===== src/tacs_pkg.sv =====
`timescale 1ns / 1ps
// ----------------------------------------------------------------------------
// tacs_pkg
// Shared types and constants of the tile animation copy scheduler.
// ----------------------------------------------------------------------------
package tacs_pkg;

    // Width of the shared divider operands
    localparam int DIV_W = 16;

    // Input selector codes
    localparam logic [1:0] FUNC_LOAD  = 2'd0;
    localparam logic [1:0] FUNC_QUERY = 2'd1;
    localparam logic [1:0] FUNC_TICK  = 2'd2;

    // Result kinds
    localparam logic [1:0] KIND_COPY   = 2'd0;
    localparam logic [1:0] KIND_PERIOD = 2'd1;
    localparam logic [1:0] KIND_NOCOPY = 2'd2;

    // Configuration register indexes
    localparam logic [3:0] CFG_ENTRY_COUNT  = 4'd0;
    localparam logic [3:0] CFG_ANIM_DISABLE = 4'd1;

    localparam logic [15:0] FALLBACK_PERIOD = 16'(640 * 9);
    localparam logic [31:0] PERIOD_LIMIT    = 32'h0000_FFFF;
    localparam logic [31:0] VRAM_BASE       = 32'h0600_0000;

    // Entry layout in the descriptor memory
    localparam int ENTRY_W = 70;

    typedef struct packed {
        logic [31:0] gfx_base;
        logic [10:0] first_tile;
        logic [10:0] tiles_per_frame;
        logic [7:0]  frame_count;
        logic [7:0]  frame_speed;
    } entry_t;

    typedef struct packed {
        logic             start;
        logic [DIV_W-1:0] dividend;
        logic [DIV_W-1:0] divisor;
    } div_req_t;

    typedef struct packed {
        logic             done;
        logic [DIV_W-1:0] quotient;
        logic [DIV_W-1:0] remainder;
    } div_rsp_t;

endpackage


===== src/tacs_ram.sv =====
`timescale 1ns / 1ps
// ----------------------------------------------------------------------------
// tacs_ram
// Generic single-write, single-read RAM with registered read data.
// ----------------------------------------------------------------------------
module tacs_ram #(
    parameter int WIDTH = 70,
    parameter int DEPTH = 16,
    localparam int AW = (DEPTH > 1) ? $clog2(DEPTH) : 1
) (
    input  logic             aclk,
    input  logic             we,
    input  logic [AW-1:0]    waddr,
    input  logic [WIDTH-1:0] wdata,
    input  logic [AW-1:0]    raddr,
    output logic [WIDTH-1:0] rdata
);

    logic [WIDTH-1:0] mem [DEPTH];
    logic [WIDTH-1:0] rdata_reg;

    always_ff @(posedge aclk) begin
        if (we) begin
            mem[waddr] <= wdata;
        end
        rdata_reg <= mem[raddr];
    end

    assign rdata = rdata_reg;

endmodule


===== src/tacs_div.sv =====
`timescale 1ns / 1ps
// ----------------------------------------------------------------------------
// tacs_div
// Restoring divider, one quotient bit per cycle; done pulses for one cycle.
// ----------------------------------------------------------------------------
module tacs_div
    import tacs_pkg::*;
(
    input  logic     aclk,
    input  logic     aresetn,
    input  div_req_t req,
    output div_rsp_t rsp
);

    localparam int CW = $clog2(DIV_W + 1);

    logic [DIV_W-1:0] q_reg, q_next;
    logic [DIV_W-1:0] rem_reg, rem_next;
    logic [DIV_W-1:0] dsr_reg, dsr_next;
    logic [CW-1:0]    cnt_reg, cnt_next;
    logic             busy_reg, busy_next;
    logic             done_reg, done_next;
    logic [DIV_W:0]   trial;
    logic             fits;

    assign trial = {rem_reg, q_reg[DIV_W-1]};
    assign fits  = trial >= {1'b0, dsr_reg};

    always_comb begin
        q_next    = q_reg;
        rem_next  = rem_reg;
        dsr_next  = dsr_reg;
        cnt_next  = cnt_reg;
        busy_next = busy_reg;
        done_next = 1'b0;
        if (req.start) begin
            q_next    = req.dividend;
            rem_next  = '0;
            dsr_next  = req.divisor;
            cnt_next  = CW'(DIV_W);
            busy_next = 1'b1;
        end else if (busy_reg) begin
            // shift in one dividend bit, subtract where it fits
            if (fits) begin
                rem_next = DIV_W'(trial - {1'b0, dsr_reg});
            end else begin
                rem_next = trial[DIV_W-1:0];
            end
            q_next   = {q_reg[DIV_W-2:0], fits};
            cnt_next = cnt_reg - 1'b1;
            if (cnt_reg == CW'(1)) begin
                busy_next = 1'b0;
                done_next = 1'b1;
            end
        end
    end

    always_ff @(posedge aclk) begin
        if (!aresetn) begin
            busy_reg <= 1'b0;
            done_reg <= 1'b0;
            cnt_reg  <= '0;
        end else begin
            busy_reg <= busy_next;
            done_reg <= done_next;
            cnt_reg  <= cnt_next;
        end
        q_reg   <= q_next;
        rem_reg <= rem_next;
        dsr_reg <= dsr_next;
    end

    assign rsp.done      = done_reg;
    assign rsp.quotient  = q_reg;
    assign rsp.remainder = rem_reg;

endmodule


===== src/tile_animation_copy_scheduler.sv =====
`timescale 1ns / 1ps
// ----------------------------------------------------------------------------
// tile_animation_copy_scheduler
// Descriptor table for tile animations; answers period queries and turns
// clock ticks into copy requests, walking entries with one shared divider.
// ----------------------------------------------------------------------------
//
//  channel | ports              | item
//  --------+--------------------+-------------------------------------------
//  input   | s_tvalid/s_tready  | load, period query or tick (s_tuser = func)
//  result  | m_tvalid/m_tready  | copy request, period answer or no-copy
//  config  | cfg_valid/ready    | entry_count (0), anim_disable (1)
//
//  Ticks and queries walk the active entries through one shared 16-bit
//  divider. A firing tick entry takes two divisions; a query entry takes
//  one division per Euclid step and one for the LCM.
//  Reset clears the sequencer, the result valid flag and the config registers;
//  the descriptor memory holds nothing meaningful until loaded. A stalled
//  result channel holds the sequencer at its next result.
// ----------------------------------------------------------------------------
module tile_animation_copy_scheduler
    import tacs_pkg::*;
#(
    parameter int MAX_ENTRIES = 16
) (
    input  logic         aclk,
    input  logic         aresetn,
    // input items
    input  logic         s_tvalid,
    output logic         s_tready,
    // [3:0] entry_index, [11:4] frame_speed, [19:12] frame_count,
    // [30:20] tiles_per_frame, [41:31] first_tile, [73:42] gfx_base,
    // [89:74] clock_value, [95:90] zero
    input  logic [95:0]  s_tdata,
    // [1:0] func
    input  logic [1:0]   s_tuser,
    // result items
    output logic         m_tvalid,
    input  logic         m_tready,
    // [31:0] source_addr, [63:32] dest_addr, [79:64] copy_bytes,
    // [95:80] period, [96] period_fallback, [103:97] zero
    output logic [103:0] m_tdata,
    // [1:0] kind
    output logic [1:0]   m_tuser,
    output logic         m_tlast,
    // configuration writes
    input  logic         cfg_valid,
    output logic         cfg_ready,
    input  logic [3:0]   cfg_index,
    input  logic [4:0]   cfg_data
);

    localparam int AW = (MAX_ENTRIES > 1) ? $clog2(MAX_ENTRIES) : 1;
    localparam int CW = $clog2(MAX_ENTRIES + 1);

    // sequencer states
    localparam logic [3:0] S_IDLE  = 4'd0;
    localparam logic [3:0] S_READ  = 4'd1;
    localparam logic [3:0] S_CAP   = 4'd2;
    localparam logic [3:0] S_QCHK  = 4'd3;
    localparam logic [3:0] S_GCD   = 4'd4;
    localparam logic [3:0] S_GMOD  = 4'd5;
    localparam logic [3:0] S_LDIV  = 4'd6;
    localparam logic [3:0] S_LCHK  = 4'd7;
    localparam logic [3:0] S_QEMIT = 4'd8;
    localparam logic [3:0] S_TCHK  = 4'd9;
    localparam logic [3:0] S_TDIV1 = 4'd10;
    localparam logic [3:0] S_TDIV2 = 4'd11;
    localparam logic [3:0] S_TCOPY = 4'd12;
    localparam logic [3:0] S_TFIN  = 4'd13;
    localparam logic [3:0] S_NEXT  = 4'd14;

    // input field split
    logic [1:0]  in_func;
    logic [3:0]  in_entry_index;
    logic [15:0] in_clock_value;
    entry_t      in_entry;

    assign in_func                  = s_tuser;
    assign in_entry_index           = s_tdata[3:0];
    assign in_entry.frame_speed     = s_tdata[11:4];
    assign in_entry.frame_count     = s_tdata[19:12];
    assign in_entry.tiles_per_frame = s_tdata[30:20];
    assign in_entry.first_tile      = s_tdata[41:31];
    assign in_entry.gfx_base        = s_tdata[73:42];
    assign in_clock_value           = s_tdata[89:74];

    // config registers
    logic [4:0] entry_count_reg;
    logic       anim_disable_reg;

    assign cfg_ready = 1'b1;

    always_ff @(posedge aclk) begin
        if (!aresetn) begin
            entry_count_reg  <= '0;
            anim_disable_reg <= 1'b0;
        end else if (cfg_valid) begin
            if (cfg_index == CFG_ENTRY_COUNT) begin
                entry_count_reg <= cfg_data;
            end else if (cfg_index == CFG_ANIM_DISABLE) begin
                anim_disable_reg <= cfg_data[0];
            end
        end
    end

    // clamp the active count to the table depth
    logic [CW-1:0] n_active;
    assign n_active = (32'(entry_count_reg) > MAX_ENTRIES) ? CW'(MAX_ENTRIES)
                                                           : CW'(entry_count_reg);

    // sequencer registers
    logic [3:0]    state_reg, state_next;
    logic          mode_tick_reg, mode_tick_next;
    logic [CW-1:0] idx_reg, idx_next;
    logic [15:0]   clk_reg, clk_next;
    logic [15:0]   lcm_reg, lcm_next;
    logic [31:0]   lcm_wide_reg, lcm_wide_next;
    logic          fb_reg, fb_next;
    logic [15:0]   prod_reg, prod_next;
    logic [15:0]   ga_reg, ga_next;
    logic [15:0]   gb_reg, gb_next;
    logic [18:0]   mult_reg, mult_next;
    entry_t        ent_reg, ent_next;

    // one held copy request, so the final one can carry last
    logic          pend_valid_reg, pend_valid_next;
    logic [31:0]   pend_src_reg, pend_src_next;
    logic [31:0]   pend_dst_reg, pend_dst_next;
    logic [15:0]   pend_bytes_reg, pend_bytes_next;

    // result register
    logic          out_valid_reg, out_valid_next;
    logic [1:0]    out_kind_reg, out_kind_next;
    logic [31:0]   out_src_reg, out_src_next;
    logic [31:0]   out_dst_reg, out_dst_next;
    logic [15:0]   out_bytes_reg, out_bytes_next;
    logic [15:0]   out_period_reg, out_period_next;
    logic          out_fb_reg, out_fb_next;
    logic          out_last_reg, out_last_next;

    logic          in_fire;
    logic          out_free;
    logic          emit_req;
    logic          out_load;
    logic          ram_we;
    entry_t        ram_rdata;
    logic [ENTRY_W-1:0] ram_rdata_raw;
    div_req_t      div_req;
    div_rsp_t      div_rsp;
    logic [31:0]   copy_src;

    assign s_tready = (state_reg == S_IDLE);
    assign in_fire  = s_tvalid && s_tready;
    assign out_free = !out_valid_reg || m_tready;
    assign out_load = emit_req && out_free;
    assign ram_we   = in_fire && (in_func == FUNC_LOAD)
                      && (32'(in_entry_index) < MAX_ENTRIES);
    assign ram_rdata = entry_t'(ram_rdata_raw);
    assign copy_src  = ent_reg.gfx_base + 32'({mult_reg, 5'b0});

    tacs_ram #(
        .WIDTH (ENTRY_W),
        .DEPTH (MAX_ENTRIES)
    ) u_entry_ram (
        .aclk  (aclk),
        .we    (ram_we),
        .waddr (AW'(in_entry_index)),
        .wdata (ENTRY_W'(in_entry)),
        .raddr (idx_reg[AW-1:0]),
        .rdata (ram_rdata_raw)
    );

    tacs_div u_div (
        .aclk    (aclk),
        .aresetn (aresetn),
        .req     (div_req),
        .rsp     (div_rsp)
    );

    always_comb begin
        state_next      = state_reg;
        mode_tick_next  = mode_tick_reg;
        idx_next        = idx_reg;
        clk_next        = clk_reg;
        lcm_next        = lcm_reg;
        lcm_wide_next   = lcm_wide_reg;
        fb_next         = fb_reg;
        prod_next       = prod_reg;
        ga_next         = ga_reg;
        gb_next         = gb_reg;
        mult_next       = mult_reg;
        ent_next        = ent_reg;
        pend_valid_next = pend_valid_reg;
        pend_src_next   = pend_src_reg;
        pend_dst_next   = pend_dst_reg;
        pend_bytes_next = pend_bytes_reg;
        div_req         = '0;
        emit_req        = 1'b0;
        out_kind_next   = KIND_NOCOPY;
        out_src_next    = '0;
        out_dst_next    = '0;
        out_bytes_next  = '0;
        out_period_next = '0;
        out_fb_next     = 1'b0;
        out_last_next   = 1'b1;

        unique case (state_reg)
            S_IDLE: begin
                if (in_fire && in_func == FUNC_QUERY) begin
                    mode_tick_next = 1'b0;
                    idx_next       = '0;
                    lcm_next       = '0;
                    fb_next        = 1'b0;
                    state_next     = (n_active == '0) ? S_QEMIT : S_READ;
                end else if (in_fire && in_func == FUNC_TICK) begin
                    mode_tick_next  = 1'b1;
                    idx_next        = '0;
                    clk_next        = in_clock_value;
                    pend_valid_next = 1'b0;
                    state_next = (anim_disable_reg || n_active == '0) ? S_TFIN : S_READ;
                end
            end
            S_READ: begin
                state_next = S_CAP;
            end
            S_CAP: begin
                ent_next   = ram_rdata;
                prod_next  = 16'(ram_rdata.frame_speed) * 16'(ram_rdata.frame_count);
                state_next = mode_tick_reg ? S_TCHK : S_QCHK;
            end
            // period query: fold this entry's product into the running LCM
            S_QCHK: begin
                if (prod_reg == '0) begin
                    state_next = S_NEXT;
                end else if (lcm_reg == '0) begin
                    lcm_next   = prod_reg;
                    state_next = S_NEXT;
                end else begin
                    ga_next    = lcm_reg;
                    gb_next    = prod_reg;
                    state_next = S_GCD;
                end
            end
            S_GCD: begin
                div_req.start = 1'b1;
                if (gb_reg == '0) begin
                    div_req.dividend = lcm_reg;
                    div_req.divisor  = ga_reg;
                    state_next       = S_LDIV;
                end else begin
                    div_req.dividend = ga_reg;
                    div_req.divisor  = gb_reg;
                    state_next       = S_GMOD;
                end
            end
            S_GMOD: begin
                if (div_rsp.done) begin
                    ga_next    = gb_reg;
                    gb_next    = div_rsp.remainder;
                    state_next = S_GCD;
                end
            end
            S_LDIV: begin
                if (div_rsp.done) begin
                    lcm_wide_next = 32'(div_rsp.quotient) * 32'(prod_reg);
                    state_next    = S_LCHK;
                end
            end
            S_LCHK: begin
                if (lcm_wide_reg > PERIOD_LIMIT) begin
                    fb_next    = 1'b1;
                    state_next = S_QEMIT;
                end else begin
                    lcm_next   = lcm_wide_reg[15:0];
                    state_next = S_NEXT;
                end
            end
            S_QEMIT: begin
                emit_req      = 1'b1;
                out_kind_next = KIND_PERIOD;
                if (fb_reg || lcm_reg == '0) begin
                    out_period_next = FALLBACK_PERIOD;
                    out_fb_next     = 1'b1;
                end else begin
                    out_period_next = lcm_reg;
                end
                if (out_load) begin
                    state_next = S_IDLE;
                end
            end
            // tick: test divisibility, then derive the frame number
            S_TCHK: begin
                if (ent_reg.frame_speed == '0 || ent_reg.frame_count == '0) begin
                    state_next = S_NEXT;
                end else begin
                    div_req.start    = 1'b1;
                    div_req.dividend = clk_reg;
                    div_req.divisor  = 16'(ent_reg.frame_speed);
                    state_next       = S_TDIV1;
                end
            end
            S_TDIV1: begin
                if (div_rsp.done) begin
                    if (div_rsp.remainder != '0) begin
                        state_next = S_NEXT;
                    end else begin
                        div_req.start    = 1'b1;
                        div_req.dividend = div_rsp.quotient;
                        div_req.divisor  = 16'(ent_reg.frame_count);
                        state_next       = S_TDIV2;
                    end
                end
            end
            S_TDIV2: begin
                if (div_rsp.done) begin
                    mult_next  = 19'(ent_reg.tiles_per_frame) * 19'(div_rsp.remainder[7:0]);
                    state_next = S_TCOPY;
                end
            end
            S_TCOPY: begin
                // push out the held request before replacing it
                emit_req       = pend_valid_reg;
                out_kind_next  = KIND_COPY;
                out_src_next   = pend_src_reg;
                out_dst_next   = pend_dst_reg;
                out_bytes_next = pend_bytes_reg;
                out_last_next  = 1'b0;
                if (!pend_valid_reg || out_load) begin
                    pend_valid_next = 1'b1;
                    pend_src_next   = copy_src;
                    pend_dst_next   = VRAM_BASE + 32'({ent_reg.first_tile, 5'b0});
                    pend_bytes_next = {ent_reg.tiles_per_frame, 5'b0};
                    state_next      = S_NEXT;
                end
            end
            S_TFIN: begin
                emit_req = 1'b1;
                if (pend_valid_reg) begin
                    out_kind_next  = KIND_COPY;
                    out_src_next   = pend_src_reg;
                    out_dst_next   = pend_dst_reg;
                    out_bytes_next = pend_bytes_reg;
                end
                if (out_load) begin
                    pend_valid_next = 1'b0;
                    state_next      = S_IDLE;
                end
            end
            S_NEXT: begin
                idx_next = idx_reg + 1'b1;
                if (idx_reg + 1'b1 == n_active) begin
                    state_next = mode_tick_reg ? S_TFIN : S_QEMIT;
                end else begin
                    state_next = S_READ;
                end
            end
            default: begin
                state_next = S_IDLE;
            end
        endcase
    end

    always_comb begin
        if (out_load) begin
            out_valid_next = 1'b1;
        end else if (m_tready) begin
            out_valid_next = 1'b0;
        end else begin
            out_valid_next = out_valid_reg;
        end
    end

    always_ff @(posedge aclk) begin
        if (!aresetn) begin
            state_reg      <= S_IDLE;
            mode_tick_reg  <= 1'b0;
            idx_reg        <= '0;
            fb_reg         <= 1'b0;
            pend_valid_reg <= 1'b0;
            out_valid_reg  <= 1'b0;
        end else begin
            state_reg      <= state_next;
            mode_tick_reg  <= mode_tick_next;
            idx_reg        <= idx_next;
            fb_reg         <= fb_next;
            pend_valid_reg <= pend_valid_next;
            out_valid_reg  <= out_valid_next;
        end
        clk_reg        <= clk_next;
        lcm_reg        <= lcm_next;
        lcm_wide_reg   <= lcm_wide_next;
        prod_reg       <= prod_next;
        ga_reg         <= ga_next;
        gb_reg         <= gb_next;
        mult_reg       <= mult_next;
        ent_reg        <= ent_next;
        pend_src_reg   <= pend_src_next;
        pend_dst_reg   <= pend_dst_next;
        pend_bytes_reg <= pend_bytes_next;
        if (out_load) begin
            out_kind_reg   <= out_kind_next;
            out_src_reg    <= out_src_next;
            out_dst_reg    <= out_dst_next;
            out_bytes_reg  <= out_bytes_next;
            out_period_reg <= out_period_next;
            out_fb_reg     <= out_fb_next;
            out_last_reg   <= out_last_next;
        end
    end

    assign m_tvalid = out_valid_reg;
    assign m_tuser  = out_kind_reg;
    assign m_tlast  = out_last_reg;
    assign m_tdata  = {7'b0, out_fb_reg, out_period_reg, out_bytes_reg,
                       out_dst_reg, out_src_reg};

    // the divider only finishes while the sequencer waits on it
    a_div_done_in_wait: assert property (@(posedge aclk) disable iff (!aresetn)
        div_rsp.done |-> (state_reg == S_GMOD || state_reg == S_LDIV
                          || state_reg == S_TDIV1 || state_reg == S_TDIV2))
        else $error("divider done outside a wait state");

    // period answers and no-copy results always close their item
    a_single_result_last: assert property (@(posedge aclk) disable iff (!aresetn)
        (m_tvalid && (m_tuser == KIND_PERIOD || m_tuser == KIND_NOCOPY)) |-> m_tlast)
        else $error("single result without last");

    // the fallback flag belongs to period answers only
    a_fallback_kind: assert property (@(posedge aclk) disable iff (!aresetn)
        (m_tvalid && m_tdata[96]) |-> (m_tuser == KIND_PERIOD))
        else $error("fallback flag on a non-period result");

    // a held copy request exists only during a tick walk
    a_pend_tick_only: assert property (@(posedge aclk) disable iff (!aresetn)
        pend_valid_reg |-> (mode_tick_reg && state_reg != S_IDLE))
        else $error("held copy request outside a tick");

endmodule


===== config.mk =====
export PLATFORM = sky130hd
export DESIGN_NAME = tile_animation_copy_scheduler
export DESIGN_NICKNAME = d
export VERILOG_FILES = /design/src/tacs_pkg.sv /design/src/tacs_ram.sv /design/src/tacs_div.sv /design/src/tile_animation_copy_scheduler.sv
export SDC_FILE = /design/constraint.sdc
export NUM_CORES = 2
export LEC_CHECK = 0
export ABC_CLOCK_PERIOD_IN_PS = 18000
export BUFFER_PORTS_ARGS = -buffer_cell sky130_fd_sc_hd__buf_2
export CORE_MARGIN = 4
export CORE_UTILIZATION = 60
export CTS_BUF_LIST = sky130_fd_sc_hd__clkbuf_8 sky130_fd_sc_hd__clkbuf_16
export DETAILED_ROUTE_END_ITERATION = 8
export GPL_ROUTABILITY_DRIVEN = 0
export HOLD_SLACK_MARGIN = 0.02
export PLACE_DENSITY_LB_ADDON = 0.12
export SETUP_SLACK_MARGIN = 0.02
export SLEW_MARGIN = 30
export SYNTH_ARGS = -nofsm -noshare
export SYNTH_HDL_FRONTEND = slang
export SYNTH_HIERARCHICAL = 1
export SYNTH_SLANG_ARGS = --single-unit

===== constraint.sdc =====
create_clock -name aclk -period 18 [get_ports aclk]
set_input_delay 3.6 -clock aclk [delete_from_list [all_inputs] [get_ports aclk]]
set_output_delay 3.6 -clock aclk [all_outputs]
set_load 0.02 [all_outputs]

Word level (Yosys, flattened, before mapping). Memories as Yosys holds them, arrays and structs flattened. A register that Yosys moved wholly into a read port is not among the register bits. Index checks and enable logic that the tools add are counted.

Bits in writable memories: 1120. Memories kept: 1. Output and inout bits: 110. Flip-flop bits (word level): 450. Word-level logic and storage cells: 216. Input bits: 112.

Memory list: u_entry_ram.mem (words 16, width 70, rd ports 1, clocked after memory_dff 1, write ports 1, line tacs_ram.sv:19) `logic [WIDTH-1:0] mem [DEPTH];`.

Equal/unequal tests: 36. $add $sub $neg: 5. $mul: 3. Multiplexer cells: 77. Reduce and logical (&&, ||, !) cells: 48. Magnitude comparators: 3. Bitwise logic cells: 5.

Operator list (number): $mux W16 (14); $pmux W32 S2 (2); $mux W33 (3); $pmux W33 S3 (1); $mux W32 (3); $pmux W16 S2 (3); $mux W4 (14); $pmux W4 S14 (1); $logic_not A16 Y1 (3); $pmux W16 S3 (1); $add A32 B24 Y32 (1); $gt A32 B16 Y1 const B (1); $mul A16 B16 Y32 (1); $add A27 B16 Y28 const A (1); $eq A4 B4 Y1 const B (7); $mux W5 (5); $mul A11 B8 Y19 (1); $mux W1 (18); $ge A17 B16 Y1 (1); $eq A4 B3 Y1 const B (4); $logic_not A8 Y1 (2); $mul A8 B8 Y16 (1); $ne A2 B2 Y1 const B (8); $reduce_bool A16 Y1 (1); 36 further kinds (80).

Longest topological paths before layout.
Depth after elaboration: 8. Depth in mapped cells: 25. Depth with buffers taken out: 22.

Modules after synthesis. The synthesis kept the hierarchy.

By module, submodules not included: tacs_ram (cells an instance 1800, area an instance 43324.1 µm², instances 1, seq. area each 35033.6 µm²); tile_animation_copy_scheduler (cells an instance 2470, area an instance 27367.5 µm², instances 1, seq. area each 10289.9 µm²); tacs_div (cells an instance 297, area an instance 3156.8 µm², instances 1, seq. area each 1421.4 µm²).

Worst setup path before layout. Ideal clock, no wire load.

Path type: input-to-reg. From: input port s_tvalid. To: memory u_entry_ram.mem[0][0] (enable). Slack: 8.283 ns. Arrival time: 9.132 ns. Required time: 17.415 ns. Library setup time: 0.585 ns. Cell stages on the path: 4. Buffers on the path: 0. Path through: nand2_1 -> nor3_1 -> or3b_1 -> nor3_1.

Word-level cells in the longest chain between the ends: 4.

RTL lines: start: declaration (line tile_animation_copy_scheduler.sv:29) `input logic s_tvalid,`; $logic_and A1 B1 Y1 (line tile_animation_copy_scheduler.sv:154) `assign in_fire = s_tvalid && s_tready;`; $logic_and A1 B1 Y1 (line tile_animation_copy_scheduler.sv:157) `assign ram_we = in_fire && (in_func == FUNC_LOAD)`; via ram_we (line tile_animation_copy_scheduler.sv:146) `logic ram_we;`; $mux W1 (line tacs_ram.sv:23) `if (we) begin`; $mux W1 (not written as such) (line tacs_ram.sv:24) `mem[waddr] <= wdata;`; end: declaration (line tacs_ram.sv:19).

The timed path passes the listed nets, and every way through them passes these cells.

Final worst setup path.
From: register u_div.q_reg[7]. To: register lcm_wide_reg[31], data pin.

Word-level cells in the longest chain between the ends: 1.

RTL lines: start: declaration (line tacs_div.sv:17) `logic [DIV_W-1:0] q_reg, q_next;`; start signal: assignment (line tacs_div.sv:68) `q_reg <= q_next;`; $mul A16 B16 Y32 (line tile_animation_copy_scheduler.sv:266) `lcm_wide_next = 32'(div_rsp.quotient) * 32'(prod_reg);`; end signal: assignment (line tile_animation_copy_scheduler.sv:392) `lcm_wide_reg <= lcm_wide_next;`; end: declaration (line tile_animation_copy_scheduler.sv:118) `logic [31:0] lcm_wide_reg, lcm_wide_next;`.

Every way passes these cells. A chain may end at the register's enable or synchronous reset.

==> impl_metrics.env <==
export IMPL_synth_edf_count=1482
export IMPL_relSlewSlack_pct=30.0
export IMPL_coreArea_sq_mm=0.122
export IMPL_drv_slew=0
export IMPL_tightest_slew_ps=1050
export IMPL_die_h_um=359
export IMPL_critical_path_endpoint="lcm_wide_reg[31]"
export IMPL_cts_tree="done"
export IMPL_end_kind="flop"
export IMPL_clk_latency_ps=780
export IMPL_yosysMostFrequentCell="edfxtp_1"
export IMPL_finalWirelength_um=168000
export IMPL_rrSetupSlack_ps=11060
export IMPL_antenna_found_initial=30
export IMPL_grt_pass1_wl_um=256000
export IMPL_die_width_um=359
export IMPL_drive_gt1_share_pct=18.0
export IMPL_boundaryPins=222
export IMPL_grt_pass1_vias=40800
export IMPL_clock_sinks=1594
export IMPL_fmax_ghz=0.144
export IMPL_fin_crit_ps=6940
export IMPL_yosysTopAreaCellShare_pct=60.3
export IMPL_crit_type="reg2reg"
export IMPL_clkSlewWorstSetupHoldPaths_ps=60
export IMPL_ant_nets=0
export IMPL_finalHoldViolCount=0
export IMPL_cts_buffer_depth=3
export IMPL_yosysWarningCount=6
export IMPL_synthArstFlopShare_pct=0
export IMPL_routed_via_density=6.05
export IMPL_reg2reg_depth=21
export IMPL_rsz0062_at_grt="no"
export IMPL_initial_core_util_pct=60.5
export IMPL_fin_util_pct=66.9
export IMPL_dp_hpwl_um=101000
export IMPL_yosys_top_cells_count="edfxtp_1 (1482), inv_1 (370), nand2_1 (366), fa_1 (286), mux4_2 (280)"
export IMPL_synth_top_family_by_area="adder cells"
export IMPL_drc=0
export IMPL_worstPathMaxFanout=18
export IMPL_largest_reg_flops=1120
export IMPL_die_area_sq_mm=0.129
export IMPL_post_cts_buffers=0
export IMPL_ctsResizeCount=0
export IMPL_setup_viol=0
export IMPL_register_area_sq_mm=0.0468
export IMPL_grt_remaining_overflow=0
export IMPL_status="complete, no violations"
export IMPL_muxShareOfSynthArea_pct=9.35
export IMPL_nets=5405
export IMPL_synth_xor_area_share_pct=1.09
export IMPL_firstDrtPassIters=5
export IMPL_yosys_area_top_type="edfxtp_1"
export IMPL_dpl_worst_slack_ps=10290
export IMPL_setup_ws_ps=11060
export IMPL_yosysSeqAreaShare_pct=63.3
export IMPL_netlist_instances=4567
export IMPL_htree_levels=4
export IMPL_root_buffer="clkbuf_16"
export IMPL_ys_ff_latch=1594
export IMPL_synth_area_leaders="edfxtp_1 (60%), mux4_2 (8.5%), fa_1 (7.8%), ha_1 (3.7%), dfxtp_1 (3.0%)"
export IMPL_vias=39700
export IMPL_rr_endpoint="lcm_wide_reg[31]"
export IMPL_clock_skew_ps=30.4
export IMPL_multi_input_area_sq_mm=0.0248
export IMPL_hp_class="reg2reg"
export IMPL_fin_setup_tns_ps=0
export IMPL_cp_data_required_time_ps=18510
export IMPL_startpoint="u_div/q_reg[7]"
export IMPL_wire_per_inst_um=25.6
export IMPL_postCtsHoldBufs=0
export IMPL_yosys_cell_types_count=84
export IMPL_areaGrowthSynthToFinish_pct=10.6
export IMPL_ys_flop_type="edfxtp_1"
export IMPL_io_buffers=183
export IMPL_numCtsBuffers=156
export IMPL_grt_max_degree=112
export IMPL_synth_compound_gate_area_share_pct=4.89
export IMPL_rows=128
export IMPL_syn_area_sq_mm=0.0738
export IMPL_yosys_area_share_simple_pct=6.36
export IMPL_crit_arrival_ps=7450
export IMPL_hold_ws_ps=398
export IMPL_post_route_period_util_pct=38.6
export IMPL_grt_usage_pct=26.4
export IMPL_synthAdderAreaFrac_pct=11.4
export IMPL_syn_area_per_cell_sq_um=16.2
export IMPL_rr_startpoint="u_div/q_reg[7]"
export IMPL_drtIter0Drc=3692
export IMPL_startpoint_type="flop"
export IMPL_fillers=8389
export IMPL_maxCapViolations=0
[final cells by class]
cell class	count	area share [%]
Multi-Input combinational cell	2397	30.3
Clock buffer	166	4.99
Sequential cell	1594	57.2
Tap cell	1625	2.49
Inverter	371	1.71
Timing Repair Buffer	270	2.04
Clock inverter	126	1.16
Antenna cell	11	0.0337
[worst max-delay path: stages, from the launching register on]
cell and delay, ps:
edfxtp_1 930, nand2_1 180, fa_1 580, inv_1 50, fa_1 500, inv_1 60
fa_1 530, inv_1 70, fa_1 480, fa_1 520, inv_1 50, fa_1 480
inv_1 40, ha_1 320, a21oi_1 230, nand3_1 110, o211ai_1 260, o211ai_1 210
or3_1 380, a21boi_0 380, a21o_1 210, a211oi_1 80
[routing by layer]
| layer | routed length, um | vias up | global-route usage (%) | share of wire, % |
|---|---|---|---|---|
| li1 | - | 17400 | - | - |
| met1 | 70500 | 20500 | 38.6 | 42 |
| met2 | 81000 | 1535 | 42.2 | 48 |
| met3 | 12500 | 269 | 4.60 | 7.5 |
| met4 | 3530 | 12 | 6.71 | 2.1 |
| met5 | 76 | - | 0 | 0.045 |
[placed cells by master, fill, tap and decap left out, types with 21 or more instances in the layout]
| cell | Yosys | layout |
|---|---|---|
| a21o_1 | 21 | 21 |
| o21ai_0 | 58 | 58 |
| nand3_1 | 24 | 24 |
| nor4_1 | 31 | 30 |
| ha_1 | 217 | 217 |
| inv_1 | 370 | 413 |
| a21oi_1 | 84 | 83 |
| mux2_2 | 48 | 48 |
| and3_1 | 23 | 23 |
| buf_4 | 44 | 78 |
| mux4_2 | 280 | 280 |
| nand2_1 | 366 | 365 |
| a22o_1 | 32 | 32 |
| clkbuf_16 | 0 | 159 |
| edfxtp_1 | 1482 | 1482 |
| nor3_1 | 34 | 27 |
| nand2b_1 | 21 | 21 |
| and2_1 | 254 | 253 |
| nor2_1 | 109 | 92 |
| xor2_1 | 26 | 26 |
| conb_1 | 2 | 32 |
| a22oi_1 | 156 | 156 |
| fa_1 | 286 | 286 |
| nor2b_1 | 38 | 35 |
| dfxtp_1 | 112 | 110 |
| clkinv_1 | 1 | 28 |
| xnor2_1 | 66 | 66 |
| buf_2 | 30 | 183 |
[logic make-up after synthesis]
family	after synthesis
compound gates	493
xor+xnor	92
fa+ha+maj	503
buf+inv	606
flops	1594
mux	334
other cells	2
simple gates	943
[stage by stage]
| stage | instances | cell area, sq um |
|---|---|---|
| after CTS | 6547 | 81600 |
| after global routing | 6552 | 81700 |
| final | 6560 | 81700 |
| after floorplan | 4597 | 74000 |
| after global placement | 6254 | 76500 |
| after detailed placement | 6255 | 76600 |
[how the worst min path moves through the flow]
stage	startpoint	endpoint	cells after the start
global route	u_entry_ram/rdata[22]	ent_reg[22]	0
floorplan	u_entry_ram/rdata[16]	ent_reg[16]	0
CTS	u_entry_ram/rdata[44]	ent_reg[44]	0
finish	u_entry_ram/rdata[44]	ent_reg[44]	0
detailed placement	u_entry_ram/rdata[54]	ent_reg[54]	0
global placement	u_entry_ram/rdata[40]	ent_reg[40]	0
Power is not shown: default switching activity piles up to over one toggle a cycle in this logic, so the estimate is an artifact.
